===== src/rtl/assert_macros.svh =====
// ----------------------------------------------------------------------------
// assert_macros.svh
// Assertion helpers used by the root finder top module.
// ----------------------------------------------------------------------------
`ifndef ASSERT_MACROS_SVH
`define ASSERT_MACROS_SVH

// Same-cycle implication under synchronous active-low reset
`define CBRF_ASSERT_NOW(lbl, clk, rst_n, ante, cons) \
    lbl: assert property (@(posedge clk) disable iff (!rst_n) (ante) |-> (cons)) \
        else $error("assertion failed");

// Next-cycle implication under synchronous active-low reset
`define CBRF_ASSERT_NEXT(lbl, clk, rst_n, ante, cons) \
    lbl: assert property (@(posedge clk) disable iff (!rst_n) (ante) |=> (cons)) \
        else $error("assertion failed");

`endif


===== src/rtl/cbrf_pkg.sv =====
// ----------------------------------------------------------------------------
// cbrf_pkg
// Widths, types and constants of the cubic bisection root finder.
// ----------------------------------------------------------------------------
package cbrf_pkg;

    localparam int FRAC_BITS = 40;
    localparam int W         = 48;             // word width
    localparam int CW        = 47;             // change width
    localparam int RW        = 46;             // radius width
    localparam int LIM_W     = 6;
    localparam int CFG_AW    = 2;
    localparam int SQW       = 2 * W;          // x squared
    localparam int MSW       = W + 1;          // magnitude of x + coef
    localparam int PW        = SQW + MSW;      // full cubic product
    localparam int SH        = 2 * FRAC_BITS;
    localparam int MUL_CW    = $clog2(MSW + 1);
    localparam int NW        = W + 7;          // diff times one hundred
    localparam int DVW       = NW + FRAC_BITS; // dividend bits
    localparam int DIV_CW    = $clog2(DVW + 1);

    typedef logic signed [W-1:0] t_word;
    typedef logic [CW-1:0]       t_change;

    localparam t_word   WORD_MAX   = {1'b0, {(W-1){1'b1}}};
    localparam t_word   WORD_MIN   = {1'b1, {(W-1){1'b0}}};
    localparam t_change CHANGE_MAX = {CW{1'b1}};

    typedef enum logic [CFG_AW-1:0] {
        CFG_COEF_SQ    = 2'd0,
        CFG_COEF_CONST = 2'd1,
        CFG_TOLERANCE  = 2'd2,
        CFG_ITER_LIMIT = 2'd3
    } t_cfg_idx;

endpackage


===== src/rtl/cbrf_cubic.sv =====
// ----------------------------------------------------------------------------
// cbrf_cubic
// Iterative cubic evaluator: x^2*(x + a) by a shared shift-add multiplier,
// scaled down, plus the constant term, saturated to the word.
// ----------------------------------------------------------------------------
module cbrf_cubic (
    input  logic            i_clk,
    input  logic            i_rst_n,
    input  logic            i_start,
    input  cbrf_pkg::t_word i_x,
    input  cbrf_pkg::t_word i_coef_sq,
    input  cbrf_pkg::t_word i_coef_const,
    output logic            o_done,
    output cbrf_pkg::t_word o_value
);
    import cbrf_pkg::*;

    typedef enum logic [2:0] {
        C_IDLE = 3'b001,
        C_SQ   = 3'b010,
        C_CU   = 3'b100
    } t_cstate;

    t_cstate             r_state;
    logic [PW-1:0]       r_mcand;
    logic [MSW-1:0]      r_mplier;
    logic [PW-1:0]       r_acc;
    logic [MUL_CW-1:0]   r_cnt;
    logic                r_neg;
    logic [MSW-1:0]      r_ms;
    logic                r_done;
    t_word               r_value;

    logic signed [W:0]   s_sum;
    logic [PW-1:0]       n_acc;
    logic [PW-1:0]       s_shift;
    logic                s_big;
    logic signed [W+1:0] s_t;
    logic signed [W+1:0] s_fin;
    t_word               n_value;

    // x + coefficient and the accumulate step of the multiplier
    always_comb begin
        s_sum = $signed({1'b0, i_x}) + $signed({i_coef_sq[W-1], i_coef_sq});
        n_acc = r_mplier[0] ? r_acc + r_mcand : r_acc;
    end

    // scale, apply sign, add constant, saturate
    always_comb begin
        s_shift = n_acc >> SH;
        s_big   = |s_shift[PW-1:W];
        s_t     = r_neg ? -$signed({2'b00, s_shift[W-1:0]})
                        :  $signed({2'b00, s_shift[W-1:0]});
        s_fin   = s_t + $signed({{2{i_coef_const[W-1]}}, i_coef_const});
        if (s_big) begin
            n_value = r_neg ? WORD_MIN : WORD_MAX;
        end else if (s_fin > $signed({{2{1'b0}}, WORD_MAX})) begin
            n_value = WORD_MAX;
        end else if (s_fin < $signed({{2{1'b1}}, WORD_MIN})) begin
            n_value = WORD_MIN;
        end else begin
            n_value = s_fin[W-1:0];
        end
    end

    // sequence square then cube passes
    always_ff @(posedge i_clk) begin
        if (!i_rst_n) begin
            r_state <= C_IDLE;
            r_done  <= 1'b0;
        end else begin
            r_done <= 1'b0;
            case (r_state)
                C_IDLE: begin
                    if (i_start) begin
                        r_neg    <= s_sum[W];
                        r_ms     <= s_sum[W] ? MSW'(-s_sum) : MSW'(s_sum);
                        r_mcand  <= PW'(i_x);
                        r_mplier <= {1'b0, i_x};
                        r_acc    <= '0;
                        r_cnt    <= MUL_CW'(W);
                        r_state  <= C_SQ;
                    end
                end
                C_SQ: begin
                    r_cnt    <= r_cnt - 1'b1;
                    r_acc    <= n_acc;
                    r_mcand  <= r_mcand << 1;
                    r_mplier <= r_mplier >> 1;
                    if (r_cnt == MUL_CW'(1)) begin
                        r_mcand  <= n_acc;
                        r_mplier <= r_ms;
                        r_acc    <= '0;
                        r_cnt    <= MUL_CW'(MSW);
                        r_state  <= C_CU;
                    end
                end
                C_CU: begin
                    r_cnt    <= r_cnt - 1'b1;
                    r_acc    <= n_acc;
                    r_mcand  <= r_mcand << 1;
                    r_mplier <= r_mplier >> 1;
                    if (r_cnt == MUL_CW'(1)) begin
                        r_value <= n_value;
                        r_done  <= 1'b1;
                        r_state <= C_IDLE;
                    end
                end
                default: r_state <= C_IDLE;
            endcase
        end
    end

    assign o_done  = r_done;
    assign o_value = r_value;

endmodule


===== src/rtl/cbrf_div.sv =====
// ----------------------------------------------------------------------------
// cbrf_div
// Relative change in percent: |m1-m|*100 scaled by the fraction bits over m1,
// by restoring division one quotient bit per cycle, saturating.
// ----------------------------------------------------------------------------
module cbrf_div (
    input  logic              i_clk,
    input  logic              i_rst_n,
    input  logic              i_start,
    input  cbrf_pkg::t_word   i_prev,
    input  cbrf_pkg::t_word   i_mid,
    output logic              o_done,
    output cbrf_pkg::t_change o_change
);
    import cbrf_pkg::*;

    typedef enum logic [1:0] {
        D_IDLE = 2'b01,
        D_RUN  = 2'b10
    } t_dstate;

    t_dstate             r_state;
    logic [DVW-1:0]      r_num;
    logic [W-1:0]        r_den;
    logic [W-1:0]        r_rem;
    t_change             r_q;
    logic                r_sat;
    logic [DIV_CW-1:0]   r_cnt;
    logic                r_done;
    t_change             r_change;

    logic signed [W:0]   s_diff;
    logic [W-1:0]        s_d;
    logic [NW-1:0]       s_dx;
    logic [NW-1:0]       s_prod;
    logic [W:0]          s_rsh;
    logic                s_ge;
    logic [W:0]          s_rem;
    logic [CW:0]         s_qn;

    // operand setup
    always_comb begin
        s_diff = $signed({i_mid[W-1], i_mid}) - $signed({i_prev[W-1], i_prev});
        s_d    = s_diff[W] ? W'(-s_diff) : W'(s_diff);
        s_dx   = NW'(s_d);
        s_prod = (s_dx << 6) + (s_dx << 5) + (s_dx << 2);
    end

    // one restoring step
    always_comb begin
        s_rsh = {r_rem, r_num[DVW-1]};
        s_ge  = s_rsh >= {1'b0, r_den};
        s_rem = s_ge ? s_rsh - {1'b0, r_den} : s_rsh;
        s_qn  = {r_q, s_ge};
    end

    always_ff @(posedge i_clk) begin
        if (!i_rst_n) begin
            r_state <= D_IDLE;
            r_done  <= 1'b0;
        end else begin
            r_done <= 1'b0;
            case (r_state)
                D_IDLE: begin
                    if (i_start) begin
                        if (s_d == '0) begin
                            r_change <= '0;
                            r_done   <= 1'b1;
                        end else if (i_mid[W-1] || i_mid == '0) begin
                            r_change <= CHANGE_MAX;
                            r_done   <= 1'b1;
                        end else begin
                            r_num   <= DVW'(s_prod) << FRAC_BITS;
                            r_den   <= i_mid;
                            r_rem   <= '0;
                            r_q     <= '0;
                            r_sat   <= 1'b0;
                            r_cnt   <= DIV_CW'(DVW);
                            r_state <= D_RUN;
                        end
                    end
                end
                D_RUN: begin
                    r_rem <= s_rem[W-1:0];
                    r_num <= r_num << 1;
                    r_q   <= s_qn[CW-1:0];
                    r_sat <= r_sat | s_qn[CW];
                    r_cnt <= r_cnt - 1'b1;
                    if (r_cnt == DIV_CW'(1)) begin
                        r_change <= (r_sat | s_qn[CW]) ? CHANGE_MAX : s_qn[CW-1:0];
                        r_done   <= 1'b1;
                        r_state  <= D_IDLE;
                    end
                end
                default: r_state <= D_IDLE;
            endcase
        end
    end

    assign o_done   = r_done;
    assign o_change = r_change;

endmodule


===== src/rtl/cubic_bisection_root_finder.sv =====
// ----------------------------------------------------------------------------
// cubic_bisection_root_finder
// Bisection search for a root of x^3 + a*x^2 + c on [0, 2r], one row per
// halving, built around a shared cubic evaluator and a serial divider.
// ----------------------------------------------------------------------------
// Sequence: one cubic evaluation runs 48 + 49 shift-add steps of the shared
//   multiplier; the first row comes after three of them.
// In each halving row the cubic unit runs alongside the divider (95 steps),
//   so the multiplier sets the row time.
// A new radius is taken only in idle; busy stays high until the last row
//   has been sent.
// Reset (synchronous, active low) returns to idle and loads default registers.
module cubic_bisection_root_finder (
    input  logic                        i_clk,
    input  logic                        i_rst_n,
    input  logic                        i_start,
    output logic                        o_busy,
    input  logic [cbrf_pkg::RW-1:0]     i_radius,
    input  logic                        i_cfg_we,
    input  logic [cbrf_pkg::CFG_AW-1:0] i_cfg_index,
    input  logic [cbrf_pkg::W-1:0]      i_cfg_data,
    output logic                        o_strobe,
    output cbrf_pkg::t_word             o_lower_bound,
    output cbrf_pkg::t_word             o_upper_bound,
    output cbrf_pkg::t_word             o_midpoint,
    output cbrf_pkg::t_change           o_change_percent,
    output cbrf_pkg::t_word             o_function_value,
    output logic                        o_change_valid,
    output logic                        o_bracket_found,
    output logic                        o_last
);
    import cbrf_pkg::*;
    `include "assert_macros.svh"

    typedef enum logic [7:0] {
        S_IDLE = 8'b0000_0001,
        S_FL   = 8'b0000_0010,
        S_FU   = 8'b0000_0100,
        S_FM   = 8'b0000_1000,
        S_MID  = 8'b0001_0000,
        S_WAIT = 8'b0010_0000,
        S_RSV0 = 8'b0100_0000,
        S_RSV1 = 8'b1000_0000
    } t_state;

    t_state             r_state;
    t_word              r_coef_sq;
    t_word              r_coef_const;
    t_change            r_tol;
    logic [LIM_W-1:0]   r_limit;
    t_word              r_low;
    t_word              r_high;
    t_word              r_mid;
    t_word              r_m1;
    t_word              r_fl;
    t_word              r_fu;
    logic [LIM_W-1:0]   r_k;
    logic               r_br;
    logic               r_cub_ok;
    logic               r_div_ok;
    logic               r_cub_start;
    logic               r_div_start;
    t_word              r_cub_x;
    logic               r_strobe;
    t_word              r_o_low;
    t_word              r_o_high;
    t_word              r_o_mid;
    t_change            r_o_ch;
    t_word              r_o_fv;
    logic               r_o_cv;
    logic               r_o_br;
    logic               r_o_last;

    logic               cub_done;
    t_word              cub_val;
    logic               div_done;
    t_change            div_ch;
    logic signed [W:0]  s_mid_sum;
    logic [LIM_W-1:0]   s_lim;
    logic               s_stop;
    logic               s_br0;
    logic               s_both;

    function automatic logic f_opposite(input t_word a, input t_word b);
        logic a_neg, a_pos, b_neg, b_pos;
        a_neg = a[W-1];
        a_pos = !a[W-1] && (a != '0);
        b_neg = b[W-1];
        b_pos = !b[W-1] && (b != '0);
        return (a_neg && b_pos) || (a_pos && b_neg);
    endfunction

    cbrf_cubic u_cubic (
        .i_clk        (i_clk),
        .i_rst_n      (i_rst_n),
        .i_start      (r_cub_start),
        .i_x          (r_cub_x),
        .i_coef_sq    (r_coef_sq),
        .i_coef_const (r_coef_const),
        .o_done       (cub_done),
        .o_value      (cub_val)
    );

    cbrf_div u_div (
        .i_clk    (i_clk),
        .i_rst_n  (i_rst_n),
        .i_start  (r_div_start),
        .i_prev   (r_mid),
        .i_mid    (r_m1),
        .o_done   (div_done),
        .o_change (div_ch)
    );

    // bracket midpoint, stop test, sign test of the ends
    always_comb begin
        s_mid_sum = $signed({r_low[W-1], r_low}) + $signed({r_high[W-1], r_high});
        s_lim     = (r_limit == '0) ? LIM_W'(1) : r_limit;
        s_stop    = (div_ch < r_tol) || (({1'b0, r_k} + 1'b1) >= {1'b0, s_lim});
        s_br0     = f_opposite(r_fu, r_fl);
        s_both    = (r_cub_ok || cub_done) && (r_div_ok || div_done);
    end

    // configuration registers
    always_ff @(posedge i_clk) begin
        if (!i_rst_n) begin
            r_coef_sq    <= -48'sd181419418583;
            r_coef_const <= 48'sd439034993;
            r_tol        <= 47'd10995116;
            r_limit      <= 6'd9;
        end else if (i_cfg_we) begin
            case (t_cfg_idx'(i_cfg_index))
                CFG_COEF_SQ:    r_coef_sq    <= i_cfg_data;
                CFG_COEF_CONST: r_coef_const <= i_cfg_data;
                CFG_TOLERANCE:  r_tol        <= i_cfg_data[CW-1:0];
                CFG_ITER_LIMIT: r_limit      <= i_cfg_data[LIM_W-1:0];
                default:        r_limit      <= r_limit;
            endcase
        end
    end

    // sequencer: end evaluations, first row, then one row per halving
    always_ff @(posedge i_clk) begin
        if (!i_rst_n) begin
            r_state     <= S_IDLE;
            r_cub_start <= 1'b0;
            r_div_start <= 1'b0;
            r_strobe    <= 1'b0;
            r_cub_ok    <= 1'b0;
            r_div_ok    <= 1'b0;
            r_low       <= '0;
            r_high      <= '0;
            r_mid       <= '0;
            r_k         <= '0;
            r_br        <= 1'b0;
        end else begin
            r_cub_start <= 1'b0;
            r_div_start <= 1'b0;
            r_strobe    <= 1'b0;
            case (r_state)
                S_IDLE: begin
                    if (i_start) begin
                        r_low       <= '0;
                        r_high      <= {1'b0, i_radius, 1'b0};
                        r_mid       <= {2'b00, i_radius};
                        r_cub_x     <= '0;
                        r_cub_start <= 1'b1;
                        r_k         <= '0;
                        r_state     <= S_FL;
                    end
                end
                S_FL: begin
                    if (cub_done) begin
                        r_fl        <= cub_val;
                        r_cub_x     <= r_high;
                        r_cub_start <= 1'b1;
                        r_state     <= S_FU;
                    end
                end
                S_FU: begin
                    if (cub_done) begin
                        r_fu        <= cub_val;
                        r_cub_x     <= r_mid;
                        r_cub_start <= 1'b1;
                        r_state     <= S_FM;
                    end
                end
                S_FM: begin
                    if (cub_done) begin
                        // first row: no change value yet
                        r_strobe <= 1'b1;
                        r_o_low  <= r_low;
                        r_o_high <= r_high;
                        r_o_mid  <= r_mid;
                        r_o_ch   <= '0;
                        r_o_fv   <= cub_val;
                        r_o_cv   <= 1'b0;
                        r_o_br   <= s_br0;
                        r_o_last <= !s_br0;
                        r_br     <= s_br0;
                        if (s_br0) begin
                            if (f_opposite(cub_val, r_fu)) begin
                                r_low <= r_mid;
                                r_fl  <= cub_val;
                            end else if (f_opposite(cub_val, r_fl)) begin
                                r_high <= r_mid;
                                r_fu   <= cub_val;
                            end
                            r_state <= S_MID;
                        end else begin
                            r_state <= S_IDLE;
                        end
                    end
                end
                S_MID: begin
                    r_m1        <= s_mid_sum[W:1];
                    r_cub_x     <= s_mid_sum[W:1];
                    r_cub_start <= 1'b1;
                    r_div_start <= 1'b1;
                    r_cub_ok    <= 1'b0;
                    r_div_ok    <= 1'b0;
                    r_state     <= S_WAIT;
                end
                S_WAIT: begin
                    if (cub_done) r_cub_ok <= 1'b1;
                    if (div_done) r_div_ok <= 1'b1;
                    if (s_both) begin
                        r_strobe <= 1'b1;
                        r_o_low  <= r_low;
                        r_o_high <= r_high;
                        r_o_mid  <= r_m1;
                        r_o_ch   <= div_ch;
                        r_o_fv   <= cub_val;
                        r_o_cv   <= 1'b1;
                        r_o_br   <= 1'b1;
                        r_o_last <= s_stop;
                        if (f_opposite(cub_val, r_fu)) begin
                            r_low <= r_m1;
                            r_fl  <= cub_val;
                        end else if (f_opposite(cub_val, r_fl)) begin
                            r_high <= r_m1;
                            r_fu   <= cub_val;
                        end
                        r_k     <= r_k + 1'b1;
                        r_mid   <= r_m1;
                        r_state <= s_stop ? S_IDLE : S_MID;
                    end
                end
                default: r_state <= S_IDLE;
            endcase
        end
    end

    assign o_busy           = (r_state != S_IDLE);
    assign o_strobe         = r_strobe;
    assign o_lower_bound    = r_o_low;
    assign o_upper_bound    = r_o_high;
    assign o_midpoint       = r_o_mid;
    assign o_change_percent = r_o_ch;
    assign o_function_value = r_o_fv;
    assign o_change_valid   = r_o_cv;
    assign o_bracket_found  = r_o_br;
    assign o_last           = r_o_last;

    // accepted transaction makes the block busy
    `CBRF_ASSERT_NEXT(a_start_busy, i_clk, i_rst_n, i_start && !o_busy, o_busy)
    // no row directly follows the final row
    `CBRF_ASSERT_NEXT(a_last_gap, i_clk, i_rst_n, o_strobe && o_last, !o_strobe)
    // first row ends the search exactly when no bracket was found
    `CBRF_ASSERT_NOW(a_first_row, i_clk, i_rst_n, o_strobe && !o_change_valid, o_last == !o_bracket_found)
    // halving rows only come with a bracket
    `CBRF_ASSERT_NOW(a_halving_br, i_clk, i_rst_n, o_strobe && o_change_valid, r_br)

endmodule

===== config.mk =====
export PLATFORM = sky130hd
export DESIGN_NAME = cubic_bisection_root_finder
export DESIGN_NICKNAME = d
export VERILOG_FILES = /design/src/rtl/cbrf_pkg.sv /design/src/rtl/cbrf_cubic.sv /design/src/rtl/cbrf_div.sv /design/src/rtl/cubic_bisection_root_finder.sv
export VERILOG_INCLUDE_DIRS = /design/src /design/src/rtl
export SDC_FILE = /design/constraint.sdc
export NUM_CORES = 2
export LEC_CHECK = 0
export BUFFER_PORTS_ARGS = -buffer_cell sky130_fd_sc_hd__buf_2
export CELL_PAD_IN_SITES_DETAIL_PLACEMENT = 1
export CELL_PAD_IN_SITES_GLOBAL_PLACEMENT = 1
export CORE_AREA = 4 4 472 474
export DETAILED_ROUTE_END_ITERATION = 7
export DIE_AREA = 0 0 476 478
export GPL_TIMING_DRIVEN = 0
export HOLD_SLACK_MARGIN = 0.06
export PLACE_DENSITY_LB_ADDON = 0.1
export SLEW_MARGIN = 15
export SYNTH_ARGS = -nofsm -noshare
export SYNTH_HDL_FRONTEND = slang
export SYNTH_SLANG_ARGS = --single-unit

===== constraint.sdc =====
create_clock -name i_clk -period 51.5 [get_ports i_clk]
set_clock_uncertainty 0.15 [all_clocks]
set_input_delay 0 -clock i_clk [delete_from_list [all_inputs] [get_ports i_clk]]
set_output_delay 0 -clock i_clk [all_outputs]
set_load 0.1 [all_outputs]

==> results.cfg <==
[power_and_ir_drop]
leakage_uw = 0.0396
ir_worst_vdd_mv = 0.0366
power_density_nw_per_um2 = 36.5

[yosys]
synth_top_area_frac = 0.389
synthAdderAreaFrac = 0.0868
ys_ff_latch = 1445
synth_top_family_by_area = compound AO/OA/AOI/OAI gates
syn_area_um2 = 87100
synth_flop_cell = edfxtp_1
syn_avg_cell_area_um2 = 9.71
synthXorXnorAreaFrac = 0.0508
synth_area_leaders = edfxtp_1, ha_1, dfxtp_1
yosysSeqAreaShare = 0.462
ys_async_sr_fraction = 0
synth_compound_area_frac = 0.189
synth_top_area_cell = edfxtp_1
yosysWarnings = 0
synth_cell_types = 114
yosys.area_share.simple = 0.155
synth.net_count = 9650
synth-edff-count = 1128
synth_mux_area_frac = 0.0160
syn-instance-count = 8976

[grt]
track_usage = 0.315
grt_pass1_wl_um = 532000
grt_pass1_vias = 77206
grt_max_degree = 66
antenna_found_initial = 32
grt_overflow = 0

[drt]
vias = 76290
wirelength_um = 369000
post-route-drc-count = 0
drt_first_iter_violations = 7166
ant_nets = 0
wl_per_cell_um = 28.8
vias_per_cell = 5.94
first_pass_iters = 6

[worst_setup_path]
start_kind = flip-flop
worstPathArrival_ns = 14.01
crit_required_ns = 51.84
cpMaxStageDelayCell = buf_1
path_delay_family = buffers and inverters
crit_top_cell = clkbuf_1
crit_path_end_kind = flip-flop
reg2reg_depth = 30
crit_fanout = 10
reg2reg_to = u_cubic.o_value[30]
path_buf_inv = 11
reg2reg_from = u_cubic.r_mplier[0]
rrSetupSlack_ns = 37.83
crit_path_max_incr_delay_ns = 0.93
critPathKind = reg2reg

[outcome]
outcome = complete, no violations

[floorplanning]
dieArea_um2 = 228000
die_y_um = 478
boundaryPins = 344
rows = 172
fp.dieW_um = 476
fp.coreArea_um2 = 219000
start_util = 0.398

[hold_path]
min_path_type = in2reg
holdPathStages = 4
min_to = r_state[0]
worstHoldStart = i_start

[sta]
fin_crit_ns = 13.67
report.final.setup_viol = 0
slew_headroom = 0.121
slew_viol_final = 0
hold_violations = 0
max_freq_mhz = 73.1
rsz0062_at_grt = false
tightest_slew_ns = 1.32
finalCritPeriodShare = 0.265
setup_tns_ns = 0

[cts]
clock-sinks = 1445
ctsLongestPathBuffers = 3
postCtsSetupBuffers = 0
numCtsBuffers = 168
clkLatencyLatePin_ns = 0.85
path_clk_slew_ns = 0.06
cts_tree = done
cts.htree.levels = 4
root_buffer = clkbuf_16

[cells_and_area]
fillerInstances = 24631
final_cell_area_um2 = 102000
area_growth_pct = 16.9
fin_nets = 10452
post-route-util = 0.465
drive_gt1_frac = 0.0929

[placement]
placed_area_um2 = 93700
dp_hpwl_um = 293000
routabilityCongestion = 0.960
io_buffers = 342

[run]
max_cap_viol_count = 0
-- flip-flops by register name, indices dropped and copies added, names as in the netlist, 49 cells and up --
register          count
u_cubic.r_acc       145
u_cubic.r_ms         49
u_div.r_num          53
u_cubic.r_mcand     145
u_cubic.r_mplier     49
-- stage by stage --
step                std cells  worst slack (ns)  hold slack (ns)  total power (uW)
floorplan                8976             35.00          -0.0260              2110
global placement        12189             26.39            0.139              2420
detailed placement      12249             38.07            0.142              2430
CTS                     12797             37.96            0.159              3720
global route            12819             37.48            0.187              3880
finish                  12834             37.83            0.195              3710
-- what timing repair did --
action | CTS | global route
hold endpoints to repair | 379 | 0
hold buffers | 230 | 0
gates resized for setup | 0 | 0
-- synth_stat cells (122+ instances only) --
| cell | number |
|---|---|
| edfxtp_1 | 1128 |
| nor2_1 | 721 |
| nand3_1 | 156 |
| nand4_1 | 178 |
| xor2_1 | 207 |
| mux2i_1 | 122 |
| o21ai_0 | 591 |
| inv_1 | 490 |
| nand2_1 | 1102 |
| ha_1 | 523 |
| xnor2_1 | 298 |
| clkbuf_1 | 362 |
| dfxtp_1 | 317 |
| a21o_1 | 229 |
| a21oi_1 | 729 |
-- area by class of cell --
| class | count | area, um^2 | share of cell area |
|---|---|---|---|
| antenna | 37 | 92.6 | 0.000909 |
| buffer | 434 | 1770 | 0.0173 |
| sequential | 1445 | 40200 | 0.395 |
| inverter | 492 | 1850 | 0.0181 |
| multi-input combinational | 6605 | 43400 | 0.426 |
| clock buffer | 213 | 4500 | 0.0441 |
| clock inverter | 105 | 1300 | 0.0128 |
| timing repair buffer | 632 | 5120 | 0.0503 |
| tap | 2871 | 3590 | 0.0353 |
-- report_power, final --
group	switching [uW]	internal [uW]
logic	657	382
registers	58.1	1340
clock network	542	729
total	1260	2460
-- logic make-up after synthesis --
kind of cell	Yosys count
multiplexers	137
flip-flops	1445
XOR/XNOR	505
buffers and inverters	926
AO/OA/AOI/OAI	2502
AND/OR/NAND/NOR	2887
adder cells (fa/ha/maj)	574
-- worst max path at each step --
| stage | start | end | cells past startpoint |
|---|---|---|---|
| final | u_cubic.r_mplier[0] | u_cubic.o_value[30] | 30 |
| after global routing | u_cubic.r_mplier[0] | u_cubic.o_value[24] | 30 |
| after CTS | u_cubic.r_mplier[0] | u_cubic.o_value[30] | 30 |
| after detailed placement | u_cubic.r_mplier[0] | u_cubic.o_value[30] | 30 |
| after global placement | i_rst_n | u_cubic.r_acc[140] | 5 |
| after floorplan | u_cubic.r_state[0] | u_cubic.r_acc[0] | 5 |
-- worst register-to-register path: cells and delay by family, from the launching register on --
family | cells | cell delay [ns]
flops | 1 | 0.32
fa+ha+maj | 1 | 0.36
buf+inv | 11 | 7.13
compound gates | 13 | 3.92
simple gates | 2 | 0.20
xor+xnor | 3 | 1.29
-- placed cells by master (no fill, tap or decap), types with 54 or more instances in the layout --
cell | netlist | routed
nor3_1 | 119 | 116
nand4_1 | 178 | 178
clkbuf_1 | 362 | 386
a311oi_1 | 100 | 100
xor2_1 | 207 | 207
nand3_1 | 156 | 156
a21o_1 | 229 | 229
nor2_1 | 721 | 717
ha_1 | 523 | 523
inv_1 | 490 | 490
clkbuf_16 | 0 | 170
mux2i_1 | 122 | 122
dfxtp_1 | 317 | 317
nand2b_1 | 73 | 73
a211oi_1 | 56 | 54
nor4_1 | 76 | 75
buf_2 | 35 | 384
nand2_1 | 1102 | 1102
dlygate4sd3_1 | 0 | 230
a31oi_1 | 59 | 59
o21a_1 | 61 | 61
nor2b_1 | 112 | 112
a21oi_1 | 729 | 728
edfxtp_1 | 1128 | 1128
o21ai_0 | 591 | 589
and2_1 | 106 | 106
a22oi_1 | 95 | 95
o21bai_1 | 80 | 80
xnor2_1 | 298 | 298
-- layer usage --
layer,share of wire,track usage,vias up,routed length (um)
met5,0.00013,0,-,47
met2,0.46,0.506,2541,169000
met3,0.064,0.0486,580,23500
li1,-,-,34551,-
met4,0.049,0.136,6,18000
met1,0.43,0.423,38612,159000
Power figures use the tool's default switching activity.
